<file path="config.mk">
export PLATFORM = sky130hd
export DESIGN_NAME = ble_midi_packet_builder_core
export DESIGN_NICKNAME = d
export VERILOG_FILES = /design/src/bmpb_pkg.sv /design/src/ble_midi_packet_builder_core.sv /design/src/bmpb_front.sv /design/src/bmpb_queue.sv /design/src/bmpb_back.sv
export SDC_FILE = /design/constraint.sdc
export NUM_CORES = 1
export LEC_CHECK = 0
export ABC_AREA = 1
export BUFFER_PORTS_ARGS = -buffer_cell sky130_fd_sc_hd__buf_2
export CAP_MARGIN = 30
export CORE_MARGIN = 3
export CORE_UTILIZATION = 60
export DETAILED_ROUTE_END_ITERATION = 12
export PLACE_DENSITY = 0.78
export SYNTH_ARGS = -nofsm -noshare
export SYNTH_HDL_FRONTEND = slang
export SYNTH_SLANG_ARGS = --single-unit
export TNS_END_PERCENT = 10
</file>
<file path="constraint.sdc">
create_clock -name clk -period 8.65 [get_ports clk]
set_input_delay 1.73 -clock clk [delete_from_list [all_inputs] [get_ports clk]]
set_output_delay 1.73 -clock clk [all_outputs]
set_load 0.005 [all_outputs]
</file>
<file path="src/bmpb_pkg.sv">
// Shared types, constants and status-byte helpers for the BLE MIDI packet builder.
// Used by every module of the block; has no dependencies of its own.
package bmpb_pkg;

  // Packet size ceiling applied on top of the programmed limit.
  localparam int COUNT_LIMIT = 512;

  // Byte counter width, and the wider width of counter plus appended bytes.
  localparam int CNT_W = 10;
  localparam int SUM_W = 11;
  localparam logic [SUM_W-1:0] COUNT_LIMIT_V = SUM_W'(COUNT_LIMIT);

  // One item appends at most this many bytes.
  localparam int MAX_BYTES = 5;
  localparam int NB_W      = $clog2(MAX_BYTES + 1);

  // Depth of the queue between front and back.
  localparam int QUEUE_DEPTH = 2;
  localparam int QPTR_W      = $clog2(QUEUE_DEPTH);
  localparam int QCNT_W      = $clog2(QUEUE_DEPTH + 1);

  // Configuration register indexes.
  localparam logic [1:0] REG_MAX_PACKET_BYTES    = 2'd0;
  localparam logic [1:0] REG_RUNNING_STATUS_ON   = 2'd1;
  localparam logic [1:0] REG_NOTE_OFF_TO_NOTE_ON = 2'd2;
  localparam logic [CNT_W-1:0] MAX_PACKET_BYTES_RST = CNT_W'(20);

  // Input item kinds.
  localparam logic [2:0] KIND_MSG       = 3'd0;
  localparam logic [2:0] KIND_SX_START  = 3'd1;
  localparam logic [2:0] KIND_SX_DATA   = 3'd2;
  localparam logic [2:0] KIND_SX_END    = 3'd3;
  localparam logic [2:0] KIND_PKT_RESET = 3'd4;

  // Result codes.
  localparam logic [2:0] RC_OK           = 3'd0;
  localparam logic [2:0] RC_PACKET_FULL  = 3'd1;
  localparam logic [2:0] RC_BAD_STATUS   = 3'd2;
  localparam logic [2:0] RC_BAD_DATA     = 3'd3;
  localparam logic [2:0] RC_IN_SYSEX     = 3'd4;
  localparam logic [2:0] RC_NOT_IN_SYSEX = 3'd5;

  // Status byte values.
  localparam logic [7:0] ST_SYSEX_START = 8'hF0;
  localparam logic [7:0] ST_SYSEX_END   = 8'hF7;
  localparam logic [3:0] HI_NOTE_OFF    = 4'h8;
  localparam logic [3:0] HI_NOTE_ON     = 4'h9;

  // What the front hands to the back for one input item. A count of zero
  // means a single result without a byte, carrying the code.
  typedef struct packed {
    logic [NB_W-1:0]                 cnt;
    logic [2:0]                      code;
    logic [MAX_BYTES-1:0][7:0]       bytes;
  } rec_t;

  // Queue status seen by the front.
  typedef struct packed {
    logic full;
    logic empty;
  } q_stat_t;

  // Total message length for a status byte; zero for an unknown status.
  function automatic logic [1:0] msg_size(input logic [7:0] s);
    logic [1:0] sz;
    sz = 2'd0;
    case (s[7:4])
      4'h8, 4'h9, 4'hA, 4'hB, 4'hE: sz = 2'd3;
      4'hC, 4'hD:                   sz = 2'd2;
      4'hF: begin
        case (s)
          8'hF8, 8'hFA, 8'hFB, 8'hFC, 8'hFE, 8'hFF, 8'hF6: sz = 2'd1;
          8'hF1, 8'hF3:                                     sz = 2'd2;
          8'hF2:                                            sz = 2'd3;
          default:                                          sz = 2'd0;
        endcase
      end
      default: sz = 2'd0;
    endcase
    return sz;
  endfunction

  function automatic logic is_realtime(input logic [7:0] s);
    return (s == 8'hF8) || (s == 8'hFA) || (s == 8'hFB) || (s == 8'hFC) ||
           (s == 8'hFE) || (s == 8'hFF);
  endfunction

  function automatic logic is_channel(input logic [7:0] s);
    return (s[7:4] >= 4'h8) && (s[7:4] <= 4'hE);
  endfunction

endpackage

</file>
<file path="src/ble_midi_packet_builder_core.sv">
// BLE MIDI packet builder: each input item turns into its appended packet bytes or into
// one status result without a byte. Each accepted input beat yields one output beat per
// appended byte (one to five), or a single beat for an error, a packet reset or an
// ignored kind; the last beat of an item carries tlast. The input side classifies an
// item in the cycle it is accepted and takes a new beat every cycle while its
// two-entry record queue has room. The output side sends one result per cycle from
// its output register while out_tready is high, so the results of an item leave it
// one after another (one to five). Sustained throughput is therefore one result per
// cycle when out_tready stays high. Configuration registers are written through cfg_we;
// the user must do so only while no item is in flight; the block does not enforce it.
// Depends on bmpb_pkg, bmpb_front, bmpb_queue and bmpb_back.
module ble_midi_packet_builder_core import bmpb_pkg::*; (
  input  logic              clk,
  input  logic              rst_n,
  input  logic              cfg_we,
  input  logic [1:0]        cfg_index,
  input  logic [CNT_W-1:0]  cfg_wdata,
  input  logic              in_tvalid,
  output logic              in_tready,
  input  logic [39:0]       in_tdata,   // status_in[7:0], data1[15:8], data2[23:16], timestamp[36:24]
  input  logic [2:0]        in_tuser,   // kind[2:0]
  output logic              out_tvalid,
  input  logic              out_tready,
  output logic [7:0]        out_tdata,  // out_byte[7:0]
  output logic [3:0]        out_tuser,  // has_byte[0], result_code[3:1]
  output logic              out_tlast   // last
);

  rec_t       wr_rec;
  rec_t       head;
  q_stat_t    q_stat;
  logic       push;
  logic       pop;
  logic       has_byte;
  logic [2:0] result_code;

  bmpb_front u_front (
    .clk       (clk),
    .rst_n     (rst_n),
    .cfg_we    (cfg_we),
    .cfg_index (cfg_index),
    .cfg_wdata (cfg_wdata),
    .in_valid  (in_tvalid),
    .in_ready  (in_tready),
    .kind      (in_tuser),
    .status_in (in_tdata[7:0]),
    .data1     (in_tdata[15:8]),
    .data2     (in_tdata[23:16]),
    .timestamp (in_tdata[36:24]),
    .q_stat    (q_stat),
    .push      (push),
    .rec       (wr_rec)
  );

  bmpb_queue u_queue (
    .clk    (clk),
    .rst_n  (rst_n),
    .push   (push),
    .wr_rec (wr_rec),
    .pop    (pop),
    .rd_rec (head),
    .stat   (q_stat)
  );

  bmpb_back u_back (
    .clk         (clk),
    .rst_n       (rst_n),
    .head        (head),
    .head_valid  (!q_stat.empty),
    .pop         (pop),
    .out_valid   (out_tvalid),
    .out_ready   (out_tready),
    .out_byte    (out_tdata),
    .has_byte    (has_byte),
    .result_code (result_code),
    .last        (out_tlast)
  );

  assign out_tuser = {result_code, has_byte};

endmodule

</file>
<file path="src/bmpb_front.sv">
// Front end: configuration registers, packet state and classification of each input beat
// into the bytes it appends or one result without a byte. Depends on bmpb_pkg.
module bmpb_front import bmpb_pkg::*; (
  input  logic              clk,
  input  logic              rst_n,
  input  logic              cfg_we,
  input  logic [1:0]        cfg_index,
  input  logic [CNT_W-1:0]  cfg_wdata,
  input  logic              in_valid,
  output logic              in_ready,
  input  logic [2:0]        kind,
  input  logic [7:0]        status_in,
  input  logic [7:0]        data1,
  input  logic [7:0]        data2,
  input  logic [12:0]       timestamp,
  input  q_stat_t           q_stat,
  output logic              push,
  output rec_t              rec
);

  logic [CNT_W-1:0] max_packet_bytes_r;
  logic             running_status_on_r;
  logic             note_off_to_note_on_r;

  logic [CNT_W-1:0] byte_count_r,     byte_count_nxt;
  logic [7:0]       last_status_r,    last_status_nxt;
  logic [12:0]      last_timestamp_r, last_timestamp_nxt;
  logic             running_active_r, running_active_nxt;
  logic             timestamp_due_r,  timestamp_due_nxt;
  logic             sysex_open_r,     sysex_open_nxt;

  logic [SUM_W-1:0] limit;

  assign in_ready = !q_stat.full;
  assign push     = in_valid && !q_stat.full;
  assign limit    = ({1'b0, max_packet_bytes_r} > COUNT_LIMIT_V) ? COUNT_LIMIT_V
                                                                 : {1'b0, max_packet_bytes_r};

  // Configuration writes.
  always_ff @(posedge clk) begin
    if (!rst_n) begin
      max_packet_bytes_r    <= MAX_PACKET_BYTES_RST;
      running_status_on_r   <= 1'b0;
      note_off_to_note_on_r <= 1'b0;
    end else if (cfg_we) begin
      case (cfg_index)
        REG_MAX_PACKET_BYTES:    max_packet_bytes_r    <= cfg_wdata;
        REG_RUNNING_STATUS_ON:   running_status_on_r   <= cfg_wdata[0];
        REG_NOTE_OFF_TO_NOTE_ON: note_off_to_note_on_r <= cfg_wdata[0];
        default: ;
      endcase
    end
  end

  // Classify the beat, build its bytes and work out the state it leaves.
  always_comb begin
    logic [NB_W-1:0]           n;
    logic [MAX_BYTES-1:0][7:0] bb;
    logic                      app;
    logic                      msg_upd;
    logic                      sx_start;
    logic                      sx_end;
    logic                      hdr;
    logic [7:0]                hbyte;
    logic [7:0]                sbyte;
    logic [1:0]                sz;
    logic [7:0]                prev;
    logic                      due;
    logic                      run;
    logic                      chan;
    logic                      skip;
    logic [7:0]                st_m;
    logic [7:0]                d2_m;
    logic [SUM_W-1:0]          sum;

    n        = '0;
    bb       = '0;
    app      = 1'b0;
    msg_upd  = 1'b0;
    sx_start = 1'b0;
    sx_end   = 1'b0;
    hdr      = (byte_count_r == '0);
    hbyte    = {2'b10, timestamp[12:7]};
    sbyte    = {1'b1, timestamp[6:0]};
    sz       = msg_size(status_in);
    prev     = last_status_r;
    due      = timestamp_due_r;
    run      = running_active_r;
    chan     = is_channel(status_in);
    skip     = 1'b0;
    st_m     = status_in;
    d2_m     = data2;

    rec.cnt   = '0;
    rec.code  = RC_OK;
    rec.bytes = '0;

    byte_count_nxt     = byte_count_r;
    last_status_nxt    = last_status_r;
    last_timestamp_nxt = last_timestamp_r;
    running_active_nxt = running_active_r;
    timestamp_due_nxt  = timestamp_due_r;
    sysex_open_nxt     = sysex_open_r;

    case (kind)
      KIND_MSG: begin
        if (sysex_open_r) begin
          // Only realtime messages may interrupt a sysex.
          if (!is_realtime(status_in)) begin
            rec.code = RC_BAD_STATUS;
          end else begin
            if (hdr) begin
              bb[n] = hbyte;
              n     = n + 1'b1;
            end
            bb[n] = sbyte;
            n     = n + 1'b1;
            bb[n] = status_in;
            n     = n + 1'b1;
            app   = 1'b1;
          end
        end else if (sz == 2'd0) begin
          rec.code = RC_BAD_STATUS;
        end else if ((sz >= 2'd2) && data1[7]) begin
          rec.code = RC_BAD_DATA;
        end else if ((sz == 2'd3) && data2[7]) begin
          rec.code = RC_BAD_DATA;
        end else begin
          // Running status bookkeeping.
          if (!running_status_on_r) begin
            run = 1'b0;
          end else if (chan) begin
            if ((status_in[7:4] == HI_NOTE_OFF) && note_off_to_note_on_r) begin
              st_m = {HI_NOTE_ON, status_in[3:0]};
              d2_m = 8'h00;
            end
            run  = (st_m == prev);
            prev = st_m;
          end else if (run) begin
            due = 1'b1;
          end
          if (hdr) begin
            bb[n] = hbyte;
            n     = n + 1'b1;
          end
          skip = run && (timestamp == last_timestamp_r) && chan && !due;
          if (!skip) begin
            bb[n] = sbyte;
            n     = n + 1'b1;
          end
          if (due && chan) begin
            due = 1'b0;
          end
          if (!(run && chan)) begin
            bb[n] = st_m;
            n     = n + 1'b1;
          end
          if (sz >= 2'd2) begin
            bb[n] = data1;
            n     = n + 1'b1;
          end
          if (sz == 2'd3) begin
            bb[n] = d2_m;
            n     = n + 1'b1;
          end
          app     = 1'b1;
          msg_upd = 1'b1;
        end
      end
      KIND_SX_START: begin
        if (sysex_open_r) begin
          rec.code = RC_IN_SYSEX;
        end else begin
          if (hdr) begin
            bb[n] = hbyte;
            n     = n + 1'b1;
          end
          bb[n]    = sbyte;
          n        = n + 1'b1;
          bb[n]    = ST_SYSEX_START;
          n        = n + 1'b1;
          app      = 1'b1;
          sx_start = 1'b1;
        end
      end
      KIND_SX_DATA: begin
        if (!sysex_open_r) begin
          rec.code = RC_NOT_IN_SYSEX;
        end else if (data1[7]) begin
          rec.code = RC_BAD_DATA;
        end else begin
          if (hdr) begin
            bb[n] = hbyte;
            n     = n + 1'b1;
          end
          bb[n] = data1;
          n     = n + 1'b1;
          app   = 1'b1;
        end
      end
      KIND_SX_END: begin
        if (!sysex_open_r) begin
          rec.code = RC_NOT_IN_SYSEX;
        end else begin
          if (hdr) begin
            bb[n] = hbyte;
            n     = n + 1'b1;
          end
          bb[n]  = sbyte;
          n      = n + 1'b1;
          bb[n]  = ST_SYSEX_END;
          n      = n + 1'b1;
          app    = 1'b1;
          sx_end = 1'b1;
        end
      end
      KIND_PKT_RESET: begin
        byte_count_nxt     = '0;
        last_status_nxt    = '0;
        last_timestamp_nxt = '0;
        running_active_nxt = 1'b0;
        timestamp_due_nxt  = 1'b0;
      end
      default: ;
    endcase

    // All bytes fit in the packet, or none are appended.
    sum = {1'b0, byte_count_r} + SUM_W'(n);
    if (app) begin
      if (sum > limit) begin
        rec.code = RC_PACKET_FULL;
      end else begin
        rec.cnt        = n;
        rec.bytes      = bb;
        byte_count_nxt = sum[CNT_W-1:0];
        if (msg_upd) begin
          last_status_nxt    = prev;
          last_timestamp_nxt = timestamp;
          timestamp_due_nxt  = due;
          running_active_nxt = run;
        end
        if (sx_start) begin
          sysex_open_nxt     = 1'b1;
          running_active_nxt = 1'b0;
          last_status_nxt    = '0;
        end
        if (sx_end) begin
          sysex_open_nxt = 1'b0;
        end
      end
    end
  end

  // Packet state advances on each accepted beat.
  always_ff @(posedge clk) begin
    if (!rst_n) begin
      byte_count_r     <= '0;
      last_status_r    <= '0;
      last_timestamp_r <= '0;
      running_active_r <= 1'b0;
      timestamp_due_r  <= 1'b0;
      sysex_open_r     <= 1'b0;
    end else if (push) begin
      byte_count_r     <= byte_count_nxt;
      last_status_r    <= last_status_nxt;
      last_timestamp_r <= last_timestamp_nxt;
      running_active_r <= running_active_nxt;
      timestamp_due_r  <= timestamp_due_nxt;
      sysex_open_r     <= sysex_open_nxt;
    end
  end

endmodule

</file>
<file path="src/bmpb_queue.sv">
// Short queue of classified item records between the front and the back.
// Depends on bmpb_pkg for the record type and depth.
module bmpb_queue import bmpb_pkg::*; (
  input  logic    clk,
  input  logic    rst_n,
  input  logic    push,
  input  rec_t    wr_rec,
  input  logic    pop,
  output rec_t    rd_rec,
  output q_stat_t stat
);

  rec_t              q_r [QUEUE_DEPTH];
  logic [QPTR_W-1:0] wr_ptr_r, wr_ptr_nxt;
  logic [QPTR_W-1:0] rd_ptr_r, rd_ptr_nxt;
  logic [QCNT_W-1:0] count_r,  count_nxt;

  assign stat.full  = (count_r == QCNT_W'(QUEUE_DEPTH));
  assign stat.empty = (count_r == '0);
  assign rd_rec     = q_r[rd_ptr_r];

  // Pointer and fill level updates; wrap at the depth.
  always_comb begin
    wr_ptr_nxt = wr_ptr_r;
    rd_ptr_nxt = rd_ptr_r;
    count_nxt  = count_r;
    if (push) begin
      wr_ptr_nxt = (wr_ptr_r == QPTR_W'(QUEUE_DEPTH - 1)) ? '0 : wr_ptr_r + 1'b1;
    end
    if (pop) begin
      rd_ptr_nxt = (rd_ptr_r == QPTR_W'(QUEUE_DEPTH - 1)) ? '0 : rd_ptr_r + 1'b1;
    end
    if (push && !pop) begin
      count_nxt = count_r + 1'b1;
    end else if (pop && !push) begin
      count_nxt = count_r - 1'b1;
    end
  end

  always_ff @(posedge clk) begin
    if (!rst_n) begin
      wr_ptr_r <= '0;
      rd_ptr_r <= '0;
      count_r  <= '0;
    end else begin
      wr_ptr_r <= wr_ptr_nxt;
      rd_ptr_r <= rd_ptr_nxt;
      count_r  <= count_nxt;
    end
  end

  // Record storage.
  always_ff @(posedge clk) begin
    if (push) begin
      q_r[wr_ptr_r] <= wr_rec;
    end
  end

endmodule

</file>
<file path="src/bmpb_back.sv">
// Back end: walks the record at the head of the queue and presents one result
// per beat from an output register. Depends on bmpb_pkg.
module bmpb_back import bmpb_pkg::*; (
  input  logic       clk,
  input  logic       rst_n,
  input  rec_t       head,
  input  logic       head_valid,
  output logic       pop,
  output logic       out_valid,
  input  logic       out_ready,
  output logic [7:0] out_byte,
  output logic       has_byte,
  output logic [2:0] result_code,
  output logic       last
);

  logic [NB_W-1:0] pos_r,  pos_nxt;
  logic            vld_r,  vld_nxt;
  logic [7:0]      byte_r, byte_nxt;
  logic            has_r,  has_nxt;
  logic [2:0]      code_r, code_nxt;
  logic            last_r, last_nxt;
  logic            load;

  assign out_valid   = vld_r;
  assign out_byte    = byte_r;
  assign has_byte    = has_r;
  assign result_code = code_r;
  assign last        = last_r;

  // A new result enters the output register when it is empty or being taken.
  assign load = head_valid && (!vld_r || out_ready);

  always_comb begin
    pos_nxt  = pos_r;
    byte_nxt = byte_r;
    has_nxt  = has_r;
    code_nxt = code_r;
    last_nxt = last_r;
    pop      = 1'b0;
    vld_nxt  = out_ready ? 1'b0 : vld_r;
    if (load) begin
      vld_nxt = 1'b1;
      if (head.cnt == '0) begin
        // Error, reset or ignored item: one result without a byte.
        byte_nxt = 8'h00;
        has_nxt  = 1'b0;
        code_nxt = head.code;
        last_nxt = 1'b1;
        pop      = 1'b1;
      end else begin
        byte_nxt = head.bytes[pos_r];
        has_nxt  = 1'b1;
        code_nxt = RC_OK;
        last_nxt = (pos_r + 1'b1 == head.cnt);
        if (last_nxt) begin
          pop     = 1'b1;
          pos_nxt = '0;
        end else begin
          pos_nxt = pos_r + 1'b1;
        end
      end
    end
  end

  always_ff @(posedge clk) begin
    if (!rst_n) begin
      pos_r <= '0;
      vld_r <= 1'b0;
    end else begin
      pos_r <= pos_nxt;
      vld_r <= vld_nxt;
    end
  end

  always_ff @(posedge clk) begin
    byte_r <= byte_nxt;
    has_r  <= has_nxt;
    code_r <= code_nxt;
    last_r <= last_nxt;
  end

endmodule
</file>
==> flow_summary.toml <==
[global_route]
grt_pass1_vias = 8896
grt_pass1_wl_um = 46400
grt_usage = 0.322
grt_max_degree = 48
antenna_found_initial = 0
grt_overflow = 0

[power]
totalPowerFinal_w = 0.00286
p_leak_nw = 4.86
power_density_mw_per_mm2 = 251
ir_worst_vdd_mv = 0.321

[sta]
setup_tns_ns = 0
fin_skew_ns = 0.0139
worst_pin_slew_ns = 0.981
final_hold_viol_count = 0
slew_viol_final = 0
setup_viol = 0
fmax_mhz = 123
rsz0062_at_grt = "false"
finalCritPeriodShare = 0.939
timing.final.ws_setup_ns = 0.525
slew_headroom = 0.341
period_needed_ns = 8.12

[drt]
post-route-drc-count = 0
drtIter0Drc = 1083
dr_total_vias = 9879
wl_um = 29900
ant_nets = 0
vias_per_cell = 5.94
firstDrtPassIters = 6
wl_per_cell_um = 18.0

[floorplan]
die_area_mm2 = 0.0187
io_pins = 75
start_util = 0.617
die_w_um = 137
coreArea_mm2 = 0.0166
die_h_um = 137
num_rows = 47

[placed_design]
io_buffers = 71
dpl.hpwl_um = 21900
dpl_cell_area_mm2 = 0.0108
place_ws_ns = 0.229
gp_congestion = 1.00

[setup_path]
worst-path-buf-inv = 7
crit_top_cell = "nand2_1"
crit_type = "in2reg"
slowest_delay_ns = 0.64
cp.arrival_ns = 8.29
end_kind = "flip-flop"
start_kind = "input port"
cp.required_ns = 8.82
cp_num_cells = 40
cp_top_family = "simple AND/OR/NAND/NOR gates"
reg2reg_depth = 39
slowest_stage = "fa_1"
crit_fanout = 16

[synthesis]
postSynthCellCount = 1375
ys_ff_latch = 160
async_flop_share = 0
synth-edff-count = 105
synthFlopType = "edfxtp_1"
ys_types = 54
ys_seq_area_frac = 0.414
synth.top_cell.area_share = 0.307
synth_area_leaders = "edfxtp_1, nand2_1, dfxtp_1"
synth_area_mm2 = 0.0103
synth_area_leader_cell = "edfxtp_1"
synth_area_per_cell_um2 = 7.46
synth_warnings = 0

[run_status]
status = "completed"

[finish]
nets = 1514
drive_gt1_frac = 0.119
num_antenna_cells = 0
fillers = 1481
final_area_mm2 = 0.0114
syn_to_final_growth_pct = 10.7

[clock_network]
cts_buffers = 17
cts_buffer_depth = 2
cts_tree = "done"
cts_max_level = 4
cts-root-buf = "clkbuf_16"
post_cts_buffers = 0
hold_buffers = 0
cts_resized = 0
numClockSinks = 160
insertion_delay_ns = 0.43
clk_pin_slew_ns = 0.07

[job]
max_cap_viol_count = 0

[worst_hold_path]
hold_path.class = "reg2reg"
whs_path_depth = 2
==> path summary, 6_finish.rpt <==
kind	start	end	slack [ns]
worst max-delay path	in_tdata[24]	u_queue.q_r[0][28]	0.53
worst min register to register	u_front.last_timestamp_r[6]	u_front.last_timestamp_r[6]	0.46
worst min-delay path	u_front.last_timestamp_r[6]	u_front.last_timestamp_r[6]	0.46
worst max register to register	u_front.last_timestamp_r[12]	u_queue.q_r[0][28]	1.67
==> worst register-to-register path, delay by kind of cell, from the launching register on <==
kind / cells / cell delay [ns]
AOI/OAI and AO/OA: 5 / 1.03
buffers and inverters: 6 / 0.82
adders and majority gates: 4 / 1.49
DFF: 1 / 0.35
xor gates and xnor gates: 1 / 0.23
and+or+nand+nor: 23 / 2.85
==> sequential cells by signal, summed over array words and instances, names as in the netlist, 2 cells and up, named ones only <==
name and cells:
u_back.out_byte 8, u_queue.q_r 92, u_back.pos_r 3, u_front.max_packet_bytes_r 10, u_front.byte_count_r 10, u_front.last_status_r 8
u_back.result_code 3, u_queue.count_r 2, u_front.last_timestamp_r 13
==> kinds of logic (layout without fill, tap and decap cells) <==
group / Yosys count / count (layout) / synth area share
other: 1 / 2 / 0.000365
and+or+nand+nor: 645 / 645 / 0.271
xor gates and xnor gates: 19 / 19 / 0.0162
AOI/OAI and AO/OA: 315 / 315 / 0.181
muxes: 2 / 2 / 0.00195
DFF: 160 / 160 / 0.414
adders and majority gates: 23 / 23 / 0.0295
buffers and inverters: 210 / 278 / 0.0856
==> Yosys cell counts, types with 6 or more instances <==
master,instances
nand2_1,356
nor2_1,142
inv_1,135
o21ai_0,118
edfxtp_1,105
a21oi_1,93
nand3_1,74
dfxtp_1,55
clkbuf_1,31
o211ai_1,28
ha_1,21
o22ai_1,21
nand4_1,19
nor3_1,18
a211oi_1,17
o221ai_1,16
xor2_1,14
inv_2,13
buf_2,12
buf_6,8
nand2_2,6
==> layout make-up <==
type	count	area, µm²	area share
Multi-Input combinational cell	1006	5150	0.453
Sequential cell	160	4250	0.375
Inverter	153	574	0.0506
Timing Repair Buffer	93	541	0.0476
Clock buffer	19	443	0.0390
Tap cell	220	275	0.0242
Clock inverter	13	120	0.0106
==> layer usage <==
metal,global-route usage,vias up,part of all wire
li1,-,4784,-
met1,0.436,4531,0.41
met2,0.516,485,0.47
met3,0.0533,79,0.079
met4,0.133,0,0.040
met5,0,-,0
==> cells in the final DEF (no fill, tap or decap), types with 3 or more instances in the layout <==
master | Yosys | layout
nand2_4 | 3 | 3
nor3_1 | 18 | 18
a221oi_1 | 3 | 3
nor2_2 | 5 | 5
a21oi_1 | 93 | 93
xnor2_1 | 5 | 5
o221ai_1 | 16 | 16
nand4_1 | 19 | 19
nand2_2 | 6 | 6
a32oi_1 | 4 | 4
nor2_4 | 5 | 7
inv_6 | 0 | 5
o21ai_0 | 118 | 118
a31oi_1 | 3 | 3
o211ai_1 | 28 | 28
nand2_1 | 356 | 356
clkinv_1 | 5 | 5
xor2_1 | 14 | 14
dfxtp_1 | 55 | 55
ha_1 | 21 | 21
buf_2 | 12 | 71
or2_2 | 3 | 3
a211oi_1 | 17 | 17
nand3_1 | 74 | 74
nor2_1 | 142 | 140
edfxtp_1 | 105 | 105
o22ai_1 | 21 | 21
clkbuf_16 | 0 | 17
inv_1 | 135 | 135
o21ai_1 | 3 | 3
inv_2 | 13 | 13
buf_4 | 4 | 21
==> metrics by stage <==
| step | std cells | util | hold slack [ns] |
|---|---|---|---|
| 2_1_floorplan | 1376 | - | 0.445 |
| 3_3_place_gp | 1631 | 0.647 | 0.452 |
| 3_5_place_dp | 1632 | 0.649 | 0.456 |
| 4_1_cts | 1664 | 0.682 | 0.467 |
| 5_1_grt | 1664 | 0.682 | 0.494 |
| 6_report | 1664 | 0.682 | 0.464 |
==> report_power, final <==
| group | leakage (nW) | internal, W | switching, W |
|---|---|---|---|
| clock network | 0.272 | 0.000386 | 0.000338 |
| registers | 1.46 | 0.000975 | 0.0000624 |
| logic | 3.13 | 0.000344 | 0.000750 |
No activity file was read; power rests on OpenSTA's default activity.
